`src/rtl/core/spi_panel_link_with_rx_fifo_core_macros.svh`:
```
// Assertion macros shared by the panel link RTL.
`ifndef SPI_PANEL_LINK_WITH_RX_FIFO_CORE_MACROS_SVH
`define SPI_PANEL_LINK_WITH_RX_FIFO_CORE_MACROS_SVH

// Same-cycle implication, checked out of reset.
`define SPL_ASSERT_IMP(label, clk, rst_n, ante, cons, msg) \
    label: assert property (@(posedge clk) disable iff (!(rst_n)) (ante) |-> (cons)) \
        else $error(msg);

// Next-cycle implication, checked out of reset.
`define SPL_ASSERT_NXT(label, clk, rst_n, ante, cons, msg) \
    label: assert property (@(posedge clk) disable iff (!(rst_n)) (ante) |=> (cons)) \
        else $error(msg);

`endif

```
`src/rtl/core/spl_pkg.sv`:
```
// Types, register map and reply tables for the panel link core.
package spl_pkg;

    typedef enum logic [1:0] {
        ST_IDLE,
        ST_EXEC,
        ST_RESP
    } t_state;

    typedef struct packed {
        logic capture;
        logic execute;
        logic respond;
    } t_dp_cmd;

    localparam logic OP_READ  = 1'b0;
    localparam logic OP_WRITE = 1'b1;

    localparam logic [11:0] REG_CTRL0  = 12'h000;
    localparam logic [11:0] REG_CTRL1  = 12'h004;
    localparam logic [11:0] REG_DATA0  = 12'h008;
    localparam logic [11:0] REG_STATUS = 12'h00C;
    localparam logic [11:0] REG_DATA1  = 12'h018;

    localparam logic [31:0] STATUS_TX_NOT_FULL = 32'h0000_0002;

    localparam logic [7:0] CMD_RDID   = 8'h04;
    localparam logic [7:0] CMD_RDID1  = 8'hDA;
    localparam logic [7:0] CMD_RDID2  = 8'hDB;
    localparam logic [7:0] CMD_RDID3  = 8'hDC;
    localparam logic [7:0] CMD_ID_MAX = 8'hDF;

    function automatic logic f_is_id(input logic [7:0] b);
        f_is_id = (b == CMD_RDID) || (b inside {[CMD_RDID1:CMD_ID_MAX]});
    endfunction

    function automatic logic [2:0] f_reply_len(input logic [7:0] cmd);
        case (cmd)
            CMD_RDID:  f_reply_len = 3'd4;
            CMD_RDID1: f_reply_len = 3'd1;
            CMD_RDID2: f_reply_len = 3'd1;
            CMD_RDID3: f_reply_len = 3'd1;
            default:   f_reply_len = 3'd0;
        endcase
    endfunction

    function automatic logic [8:0] f_reply_word(input logic [7:0] cmd, input logic [1:0] idx);
        logic [8:0] w;
        w = 9'h000;
        case (cmd)
            CMD_RDID: begin
                case (idx)
                    2'd0:    w = 9'h000;
                    2'd1:    w = 9'h006;
                    2'd2:    w = 9'h10A;
                    default: w = 9'h128;
                endcase
            end
            CMD_RDID1: w = {8'h06, 1'b0};
            CMD_RDID2: w = {8'h85, 1'b0};
            CMD_RDID3: w = {8'h4A, 1'b0};
            default:   w = 9'h000;
        endcase
        f_reply_word = w;
    endfunction

endpackage

```
`src/rtl/core/spi_panel_link_with_rx_fifo_core.sv`:
```
// Top level of the panel link SPI controller with receive FIFO.
// Usage:
//   A register access is issued by driving i_operation, i_reg_offset and
//   i_write_data with start high while busy is low; that edge accepts it.
//   Exactly one result per access appears on o_read_data with o_strobe high
//   for one cycle; writes return zero. The receiver cannot stall, so the
//   result must be taken in that cycle.
//   Sequence: the accept edge, then an execute cycle, then the strobe cycle.
//   busy stays high across execute and strobe; the next access may be
//   accepted the cycle after the strobe. The three steps are set by the
//   sequencer and the registered read port of the RX FIFO memory.
//   Data port writes send a 9-bit frame and push one received word into the
//   RX FIFO (dropped when full); panel ID commands flush it and load a reply.
//   Data port reads pop the FIFO, returning zero when empty.
//   Reset (synchronous, active low) clears control words, FIFO pointers and
//   reply state; FIFO contents need no clearing pass.
`include "spi_panel_link_with_rx_fifo_core_macros.svh"

module spi_panel_link_with_rx_fifo_core import spl_pkg::*; #(
    parameter int RX_DEPTH = 16
) (
    input  logic        i_clk,
    input  logic        i_rst_n,
    input  logic        start,
    output logic        busy,
    input  logic        i_operation,
    input  logic [11:0] i_reg_offset,
    input  logic [31:0] i_write_data,
    output logic        o_strobe,
    output logic [31:0] o_read_data
);

    t_dp_cmd dp_cmd;

    spl_ctrl u_ctrl (
        .i_clk    (i_clk),
        .i_rst_n  (i_rst_n),
        .start    (start),
        .busy     (busy),
        .o_strobe (o_strobe),
        .o_cmd    (dp_cmd)
    );

    spl_dp #(
        .RX_DEPTH (RX_DEPTH)
    ) u_dp (
        .i_clk        (i_clk),
        .i_rst_n      (i_rst_n),
        .i_cmd        (dp_cmd),
        .i_operation  (i_operation),
        .i_reg_offset (i_reg_offset),
        .i_write_data (i_write_data),
        .o_read_data  (o_read_data)
    );

    `SPL_ASSERT_NXT(a_accept_to_strobe, i_clk, i_rst_n, start && !busy, ##1 o_strobe, "no strobe two cycles after accept")
    `SPL_ASSERT_IMP(a_strobe_busy, i_clk, i_rst_n, o_strobe, busy, "strobe while idle")
    `SPL_ASSERT_NXT(a_strobe_release, i_clk, i_rst_n, o_strobe, !busy && !o_strobe, "not released after strobe")

endmodule

```
`src/rtl/core/spl_ctrl.sv`:
```
// Transaction sequencer: accept, execute, respond.
module spl_ctrl import spl_pkg::*; (
    input  logic    i_clk,
    input  logic    i_rst_n,
    input  logic    start,
    output logic    busy,
    output logic    o_strobe,
    output t_dp_cmd o_cmd
);

    t_state r_state;
    t_state n_state;

    always_ff @(posedge i_clk) begin
        if (!i_rst_n) begin
            r_state <= ST_IDLE;
        end else begin
            r_state <= n_state;
        end
    end

    always_comb begin
        n_state = r_state;
        case (r_state)
            ST_IDLE: begin
                if (start) n_state = ST_EXEC;
            end
            ST_EXEC: n_state = ST_RESP;
            ST_RESP: n_state = ST_IDLE;
            default: n_state = ST_IDLE;
        endcase
    end

    always_comb begin
        o_cmd.capture = 1'b0;
        o_cmd.execute = 1'b0;
        o_cmd.respond = 1'b0;
        busy          = 1'b1;
        case (r_state)
            ST_IDLE: begin
                busy          = 1'b0;
                o_cmd.capture = start;
            end
            ST_EXEC: o_cmd.execute = 1'b1;
            ST_RESP: o_cmd.respond = 1'b1;
            default: busy = 1'b1;
        endcase
        o_strobe = o_cmd.respond;
    end

endmodule

```
`src/rtl/core/spl_dp.sv`:
```
// Register file, reply sequencer and receive FIFO of the panel link.
`include "spi_panel_link_with_rx_fifo_core_macros.svh"

module spl_dp import spl_pkg::*; #(
    parameter int RX_DEPTH = 16
) (
    input  logic        i_clk,
    input  logic        i_rst_n,
    input  t_dp_cmd     i_cmd,
    input  logic        i_operation,
    input  logic [11:0] i_reg_offset,
    input  logic [31:0] i_write_data,
    output logic [31:0] o_read_data
);

    localparam int PTR_W  = $clog2(RX_DEPTH);
    localparam int FILL_W = $clog2(RX_DEPTH + 1);
    localparam logic [FILL_W-1:0] DEPTH_F = FILL_W'(RX_DEPTH);
    localparam logic [PTR_W:0]    DEPTH_S = (PTR_W+1)'(RX_DEPTH);
    localparam logic [PTR_W-1:0]  LAST_P  = PTR_W'(RX_DEPTH - 1);

    // captured transaction
    logic        r_op;
    logic [11:0] r_off;
    logic [31:0] r_wdata;

    logic [31:0]       r_ctrl0;
    logic [31:0]       r_ctrl1;
    logic [PTR_W-1:0]  r_head;
    logic [FILL_W-1:0] r_fill;
    logic [8:0]        r_reply [4];
    logic [2:0]        r_reply_len;
    logic [2:0]        r_reply_pos;
    logic [8:0]        r_mem [RX_DEPTH];
    logic [8:0]        r_mem_q;
    logic [31:0]       r_result;
    logic              r_use_mem;

    logic             is_data;
    logic             frame_send;
    logic             data_pop;
    logic [8:0]       frame;
    logic             is_cmd;
    logic [7:0]       cmd;
    logic             reply_left;
    logic [8:0]       reply_word;
    logic [PTR_W:0]   tail_sum;
    logic [PTR_W:0]   tail_wrap;
    logic [PTR_W-1:0] tail;
    logic [PTR_W-1:0] head_inc;
    logic             fifo_full;
    logic             mem_we;
    logic [PTR_W-1:0] mem_waddr;
    logic [8:0]       mem_wdata;
    logic [31:0]      reg_value;

    always_ff @(posedge i_clk) begin
        if (i_cmd.capture) begin
            r_op    <= i_operation;
            r_off   <= i_reg_offset;
            r_wdata <= i_write_data;
        end
    end

    always_comb begin
        is_data    = (r_off == REG_DATA0) || (r_off == REG_DATA1);
        frame_send = i_cmd.execute && (r_op == OP_WRITE) && is_data;
        data_pop   = i_cmd.execute && (r_op == OP_READ) && is_data && (r_fill != '0);
        frame      = r_wdata[8:0];
        // D/C set frames are never ID commands
        is_cmd     = !frame[8] && (f_is_id(frame[7:0]) || f_is_id(frame[8:1]));
        cmd        = f_is_id(frame[7:0]) ? frame[7:0] : frame[8:1];
        reply_left = r_reply_pos < r_reply_len;
        reply_word = reply_left ? r_reply[r_reply_pos[1:0]] : 9'h000;
        tail_sum   = {1'b0, r_head} + (PTR_W+1)'(r_fill);
        tail_wrap  = tail_sum - DEPTH_S;
        tail       = (tail_sum >= DEPTH_S) ? tail_wrap[PTR_W-1:0] : tail_sum[PTR_W-1:0];
        head_inc   = (r_head == LAST_P) ? '0 : r_head + 1'b1;
        fifo_full  = r_fill == DEPTH_F;
        mem_we     = frame_send && (is_cmd || !fifo_full);
        mem_waddr  = is_cmd ? '0 : tail;
        mem_wdata  = is_cmd ? 9'h000 : reply_word;
    end

    always_comb begin
        case (r_off)
            REG_CTRL0:  reg_value = r_ctrl0;
            REG_CTRL1:  reg_value = r_ctrl1;
            REG_STATUS: reg_value = STATUS_TX_NOT_FULL | (32'(r_fill) << 4);
            default:    reg_value = 32'h0;
        endcase
    end

    always_ff @(posedge i_clk) begin
        if (!i_rst_n) begin
            r_ctrl0     <= '0;
            r_ctrl1     <= '0;
            r_head      <= '0;
            r_fill      <= '0;
            r_reply_len <= '0;
            r_reply_pos <= '0;
            r_use_mem   <= 1'b0;
        end else if (i_cmd.execute) begin
            r_use_mem <= data_pop;
            if (r_op == OP_WRITE) begin
                if (r_off == REG_CTRL0) r_ctrl0 <= r_wdata;
                if (r_off == REG_CTRL1) r_ctrl1 <= r_wdata;
            end
            if (frame_send) begin
                if (is_cmd) begin
                    // ID read: flush FIFO, reload reply, queue a zero word
                    r_head      <= '0;
                    r_fill      <= FILL_W'(1);
                    r_reply_len <= f_reply_len(cmd);
                    r_reply_pos <= '0;
                end else begin
                    if (reply_left) r_reply_pos <= r_reply_pos + 3'd1;
                    if (!fifo_full) r_fill <= r_fill + 1'b1;
                end
            end else if (data_pop) begin
                r_head <= head_inc;
                r_fill <= r_fill - 1'b1;
            end
        end
    end

    always_ff @(posedge i_clk) begin
        if (frame_send && is_cmd) begin
            for (int i = 0; i < 4; i++) begin
                r_reply[i] <= f_reply_word(cmd, 2'(i));
            end
        end
    end

    always_ff @(posedge i_clk) begin
        if (mem_we) r_mem[mem_waddr] <= mem_wdata;
        if (data_pop) r_mem_q <= r_mem[r_head];
    end

    always_ff @(posedge i_clk) begin
        if (i_cmd.execute) r_result <= (r_op == OP_READ) ? reg_value : 32'h0;
    end

    assign o_read_data = r_use_mem ? {23'h0, r_mem_q} : r_result;

    `SPL_ASSERT_IMP(a_fill_bound, i_clk, i_rst_n, 1'b1, r_fill <= DEPTH_F, "rx fill over depth")
    `SPL_ASSERT_NXT(a_id_flush, i_clk, i_rst_n, frame_send && is_cmd, (r_fill == FILL_W'(1)) && (r_head == '0), "id command did not flush fifo")
    `SPL_ASSERT_IMP(a_write_zero, i_clk, i_rst_n, i_cmd.respond && (r_op == OP_WRITE), o_read_data == 32'h0, "write returned nonzero data")

endmodule

```
`config.mk`:
```
export PLATFORM = sky130hd
export DESIGN_NAME = spi_panel_link_with_rx_fifo_core
export DESIGN_NICKNAME = d
export VERILOG_FILES = /design/src/rtl/core/spl_pkg.sv /design/src/rtl/core/spi_panel_link_with_rx_fifo_core.sv /design/src/rtl/core/spl_ctrl.sv /design/src/rtl/core/spl_dp.sv
export VERILOG_INCLUDE_DIRS = /design/src /design/src/rtl/core
export SDC_FILE = /design/constraint.sdc
export NUM_CORES = 1
export LEC_CHECK = 0
export ABC_AREA = 1
export ABC_CLOCK_PERIOD_IN_PS = 7700
export BUFFER_PORTS_ARGS = -buffer_cell sky130_fd_sc_hd__buf_2
export CORE_ASPECT_RATIO = 1.4
export CORE_MARGIN = 3
export CORE_UTILIZATION = 54
export CTS_CLUSTER_DIAMETER = 200
export DETAILED_ROUTE_END_ITERATION = 8
export GPL_TIMING_DRIVEN = 0
export PLACE_DENSITY_LB_ADDON = 0.05
export SYNTH_ARGS = -nofsm -noshare
export SYNTH_HDL_FRONTEND = slang
export SYNTH_SLANG_ARGS = --single-unit
```
`constraint.sdc`:
```
create_clock -name i_clk -period 7.7 [get_ports i_clk]
set_input_delay 1.155 -clock i_clk [delete_from_list [all_inputs] [get_ports i_clk]]
set_output_delay 1.155 -clock i_clk [all_outputs]
set_load 0.03 [all_outputs]
```
==> impl_results.md <==
* Net count after synthesis at 1,195
* Die Area at 23,200 um2
* Worst-path maximum fanout at 10
* Setup TNS Final at 0 ns
* Sequential area share after synthesis at 0.647
* Mapped Area at 11,500 um2
* Area of the multi-input gates at 3270 um2
* Synth cell types at 35
* Most frequent cells in the layout: edfxtp_1, nor2_1, inv_1
* Initial core utilization at 0.556
* Slew Viols, Final at 0
* Worst slack, placed at around 4.1 ns
* Skew final at 0.0126 ns
* Register-to-Register Path Depth at 7
* Final core occ at 0.638
* Cts bufs inserted at 26
* Post-CTS Setup Repair Bufs at 0
* CP arrival at 2.49 ns
* Run status: completed
* WL/cell at 18.1 um
* Worst path top cell family by delay: buffers and inverters
* Die height at 179 um
* Worst Hold End: u_dp.r_ctrl0[11]$_SDFFE_PN0P_
* Ranking of synthesized cells by area: edfxtp_1, dfxtp_1, nor2_1
* Die Width at 129 um
* HP Start: u_dp.r_ctrl0[11]$_SDFFE_PN0P_
* Slowest CP cell: clkbuf_1
* Initial antenna violation count at 0
* Final HPWL DP at 19,800 um
* Worst slew margin at 0.0858
* RSZ-0062 raised after global routing: false
* Hold Path Depth at 2
* Ports at 82
* Maximum clock frequency at around 0.27 GHz
* Post-synth top area cell: edfxtp_1
* Via/cell ratio at around 5.4
* Max-cap check violation count at 0
* Rows at 62
* Area growth syn-to-layout at 14.6%
* Setup ws final at 4.06 ns
* CTS tree: yes
* YS warnings at 0
* Worst R2R Start: u_dp.r_head[1]$_SDFFE_PN0P_
* H-tree depth at 1
* ANT cells at 0
* Mean Syn Cell Area at 10.1 um2
* Post-synthesis mux area share at 0.00489
* # DRC at 0
* Worst R2R End: u_dp.r_mem[11][8]$_DFFE_PP_
* Fin crit period at 3.64 ns
* Root Driver: clkbuf_16
* P_leak at just under 5 nW
* Post-synthesis compound-gate area fraction at 0.130
* Overall track demand over capacity in global routing at 0.240
* Cts hold-fix bufs at 0
* Critical path required time at 6.55 ns
* Vias in the first global route at about 8,000
* Worst-case clock buffer depth at 3
* Share of cells above drive strength 1 at 0.127
* Slack of the worst reg-to-reg path at 4.15 ns
* Clock sink count at 276
* Worst path cell trace: clkbuf_1 -> clkbuf_1 -> clkbuf_1 -> nor2_1 -> buf_2
* Period Utilization, post-route at 0.473
* Post-synthesis adder-cell area fraction at 0.0115
* Most used cell along the critical path: clkbuf_1
* Buf/Inv on CP at 4
* Area of the core at 20,700 um2
* Post-synthesis cell count at 1,137
* Worst slew pin tran at 1.37 ns
* Post-CTS sizing at 0
* Fin Hold WS at approximately 0.44 ns
* Iter 0 DRT Violations at 556
* Commonest non-fill, non-tap cell in the layout: edfxtp_1
* Post-synthesis simple-gate area fraction at 0.131
* IO buf count at 80
* Clk_lat worst skew at 0.53 ns
* Antenna-violating nets left at 0
* HP Class: register to register
* Largest net degree at the start of global routing at 31
* Vias at 8,215
* First-pass iteration count of the detailed router at 5
* Startpoint Class: register
* Worst setup path class: register to primary output
* Synth Area in XOR/XNOR at 0.00532
* Synth top area share at 0.503
* Final net count at ~1,300
* Largest family of logic cells by synthesized area: simple AND/OR/NAND/NOR gates
* Max VDD drop at 197 uV
* Filler instances at 1,733
* Synthesized flop and latch total at 276
* Clk slew on worst S/H paths at 0.06 ns
* RePlAce Congestion at 0.857
* Setup Viol. Count Final at 0
* Power density over the cells at between 200 and 250 nW/um2
* GRT Residual Overflow at 0
* Seq. cell area at 7460 um2
* Final Hold Fails at 0
* Routed WL at 27,600 um
* Slowest stage delay, CP at 0.50 ns
* Global-route wire length before repair at 42,600 um
* Critical path capture point type: primary output
[per-stage QoR]
stage,area (um2),instances,power (mW)
2_1_floorplan,11500,1137,1.69
3_3_place_gp,12200,1473,1.73
3_5_place_dp,12300,1475,1.73
4_1_cts,13200,1523,3.06
5_1_grt,13200,1523,3.13
6_report,13200,1523,3.04
[routing by layer]
metal / global-route usage / routed length [um] / vias up
li1: - / - / 4071
met1: 0.263 / 10200 / 3824
met3: 0.0292 / 1130 / 75
met2: 0.457 / 15000 / 245
met5: 0 / 0 / -
met4: 0.111 / 1310 / 0
[power by group]
group          switching [mW]  total (mW)  internal, mW
logic                  0.0589      0.0854        0.0265
clock network           0.538        1.35         0.809
registers              0.0120        1.61          1.60
[registers in the layout, indices dropped and copies added (netlist names), 3 cells and up, named ones only]
| name | flops |
|---|---|
| u_dp.r_ctrl0 | 32 |
| u_dp.r_ctrl1 | 32 |
| u_dp.r_fill | 5 |
| u_dp.r_head | 4 |
| u_dp.r_mem | 96 |
| u_dp.r_mem_q | 6 |
| u_dp.r_off | 12 |
| u_dp.r_reply | 14 |
| u_dp.r_reply_pos | 3 |
| u_dp.r_result | 32 |
| u_dp.r_wdata | 32 |
[cell usage after synthesis (all sizes together)]
master and instances:
a211oi 32, a21boi 1, a21o 1, a21oi 74, buf 13, clkbuf 42
dfxtp 83, edfxtp 193, fa 1, ha 9, inv 155, mux2 5
nand2 138, nand3 41, nand4 2, nor2 182, nor3 10, nor4 1
o211ai 8, o21ai 107, o221ai 20, o22ai 11, or2 1, xnor2 2
xor2 5
[worst max-delay path by stage]
stage | start | to | cells past startpoint
final | u_dp.r_use_mem$_SDFFE_PN0N_ | o_read_data[23] | 5
after global routing | u_dp.r_use_mem$_SDFFE_PN0N_ | o_read_data[28] | 5
after CTS | u_dp.r_use_mem$_SDFFE_PN0N_ | o_read_data[23] | 5
after detailed placement | u_dp.r_head[1]$_SDFFE_PN0P_ | u_dp.r_mem[11][3]$_DFFE_PP_ | 7
after global placement | start | u_dp.r_wdata[13]$_DFFE_PP_ | 3
after floorplan | start | u_dp.r_off[0]$_DFFE_PP_ | 2
[worst min-delay path: cells and delay by family, from the launching register on]
family,cells,cell delay (ns)
AOI/OAI and AO/OA,1,0.05
buffers and inverters,1,0.05
DFF,1,0.31
[kinds of logic (layout without fill, tap and decap cells)]
logic type	Yosys count	count (layout)
AOI/OAI and AO/OA	254	254
xor gates and xnor gates	7	7
adders and majority gates	10	10
buffers and inverters	210	340
DFF	276	276
muxes	5	5
and+or+nand+nor	375	375
[layout make-up]
class                      instances  area share
inverter                         155      0.0440
tap                              256      0.0242
sequential                       276       0.564
multi-input combinational        651       0.248
timing repair buffer              82      0.0339
clock buffer                      36      0.0561
buffer                            55      0.0170
clock inverter                    12      0.0126
(Power assumes the default switching activity.)
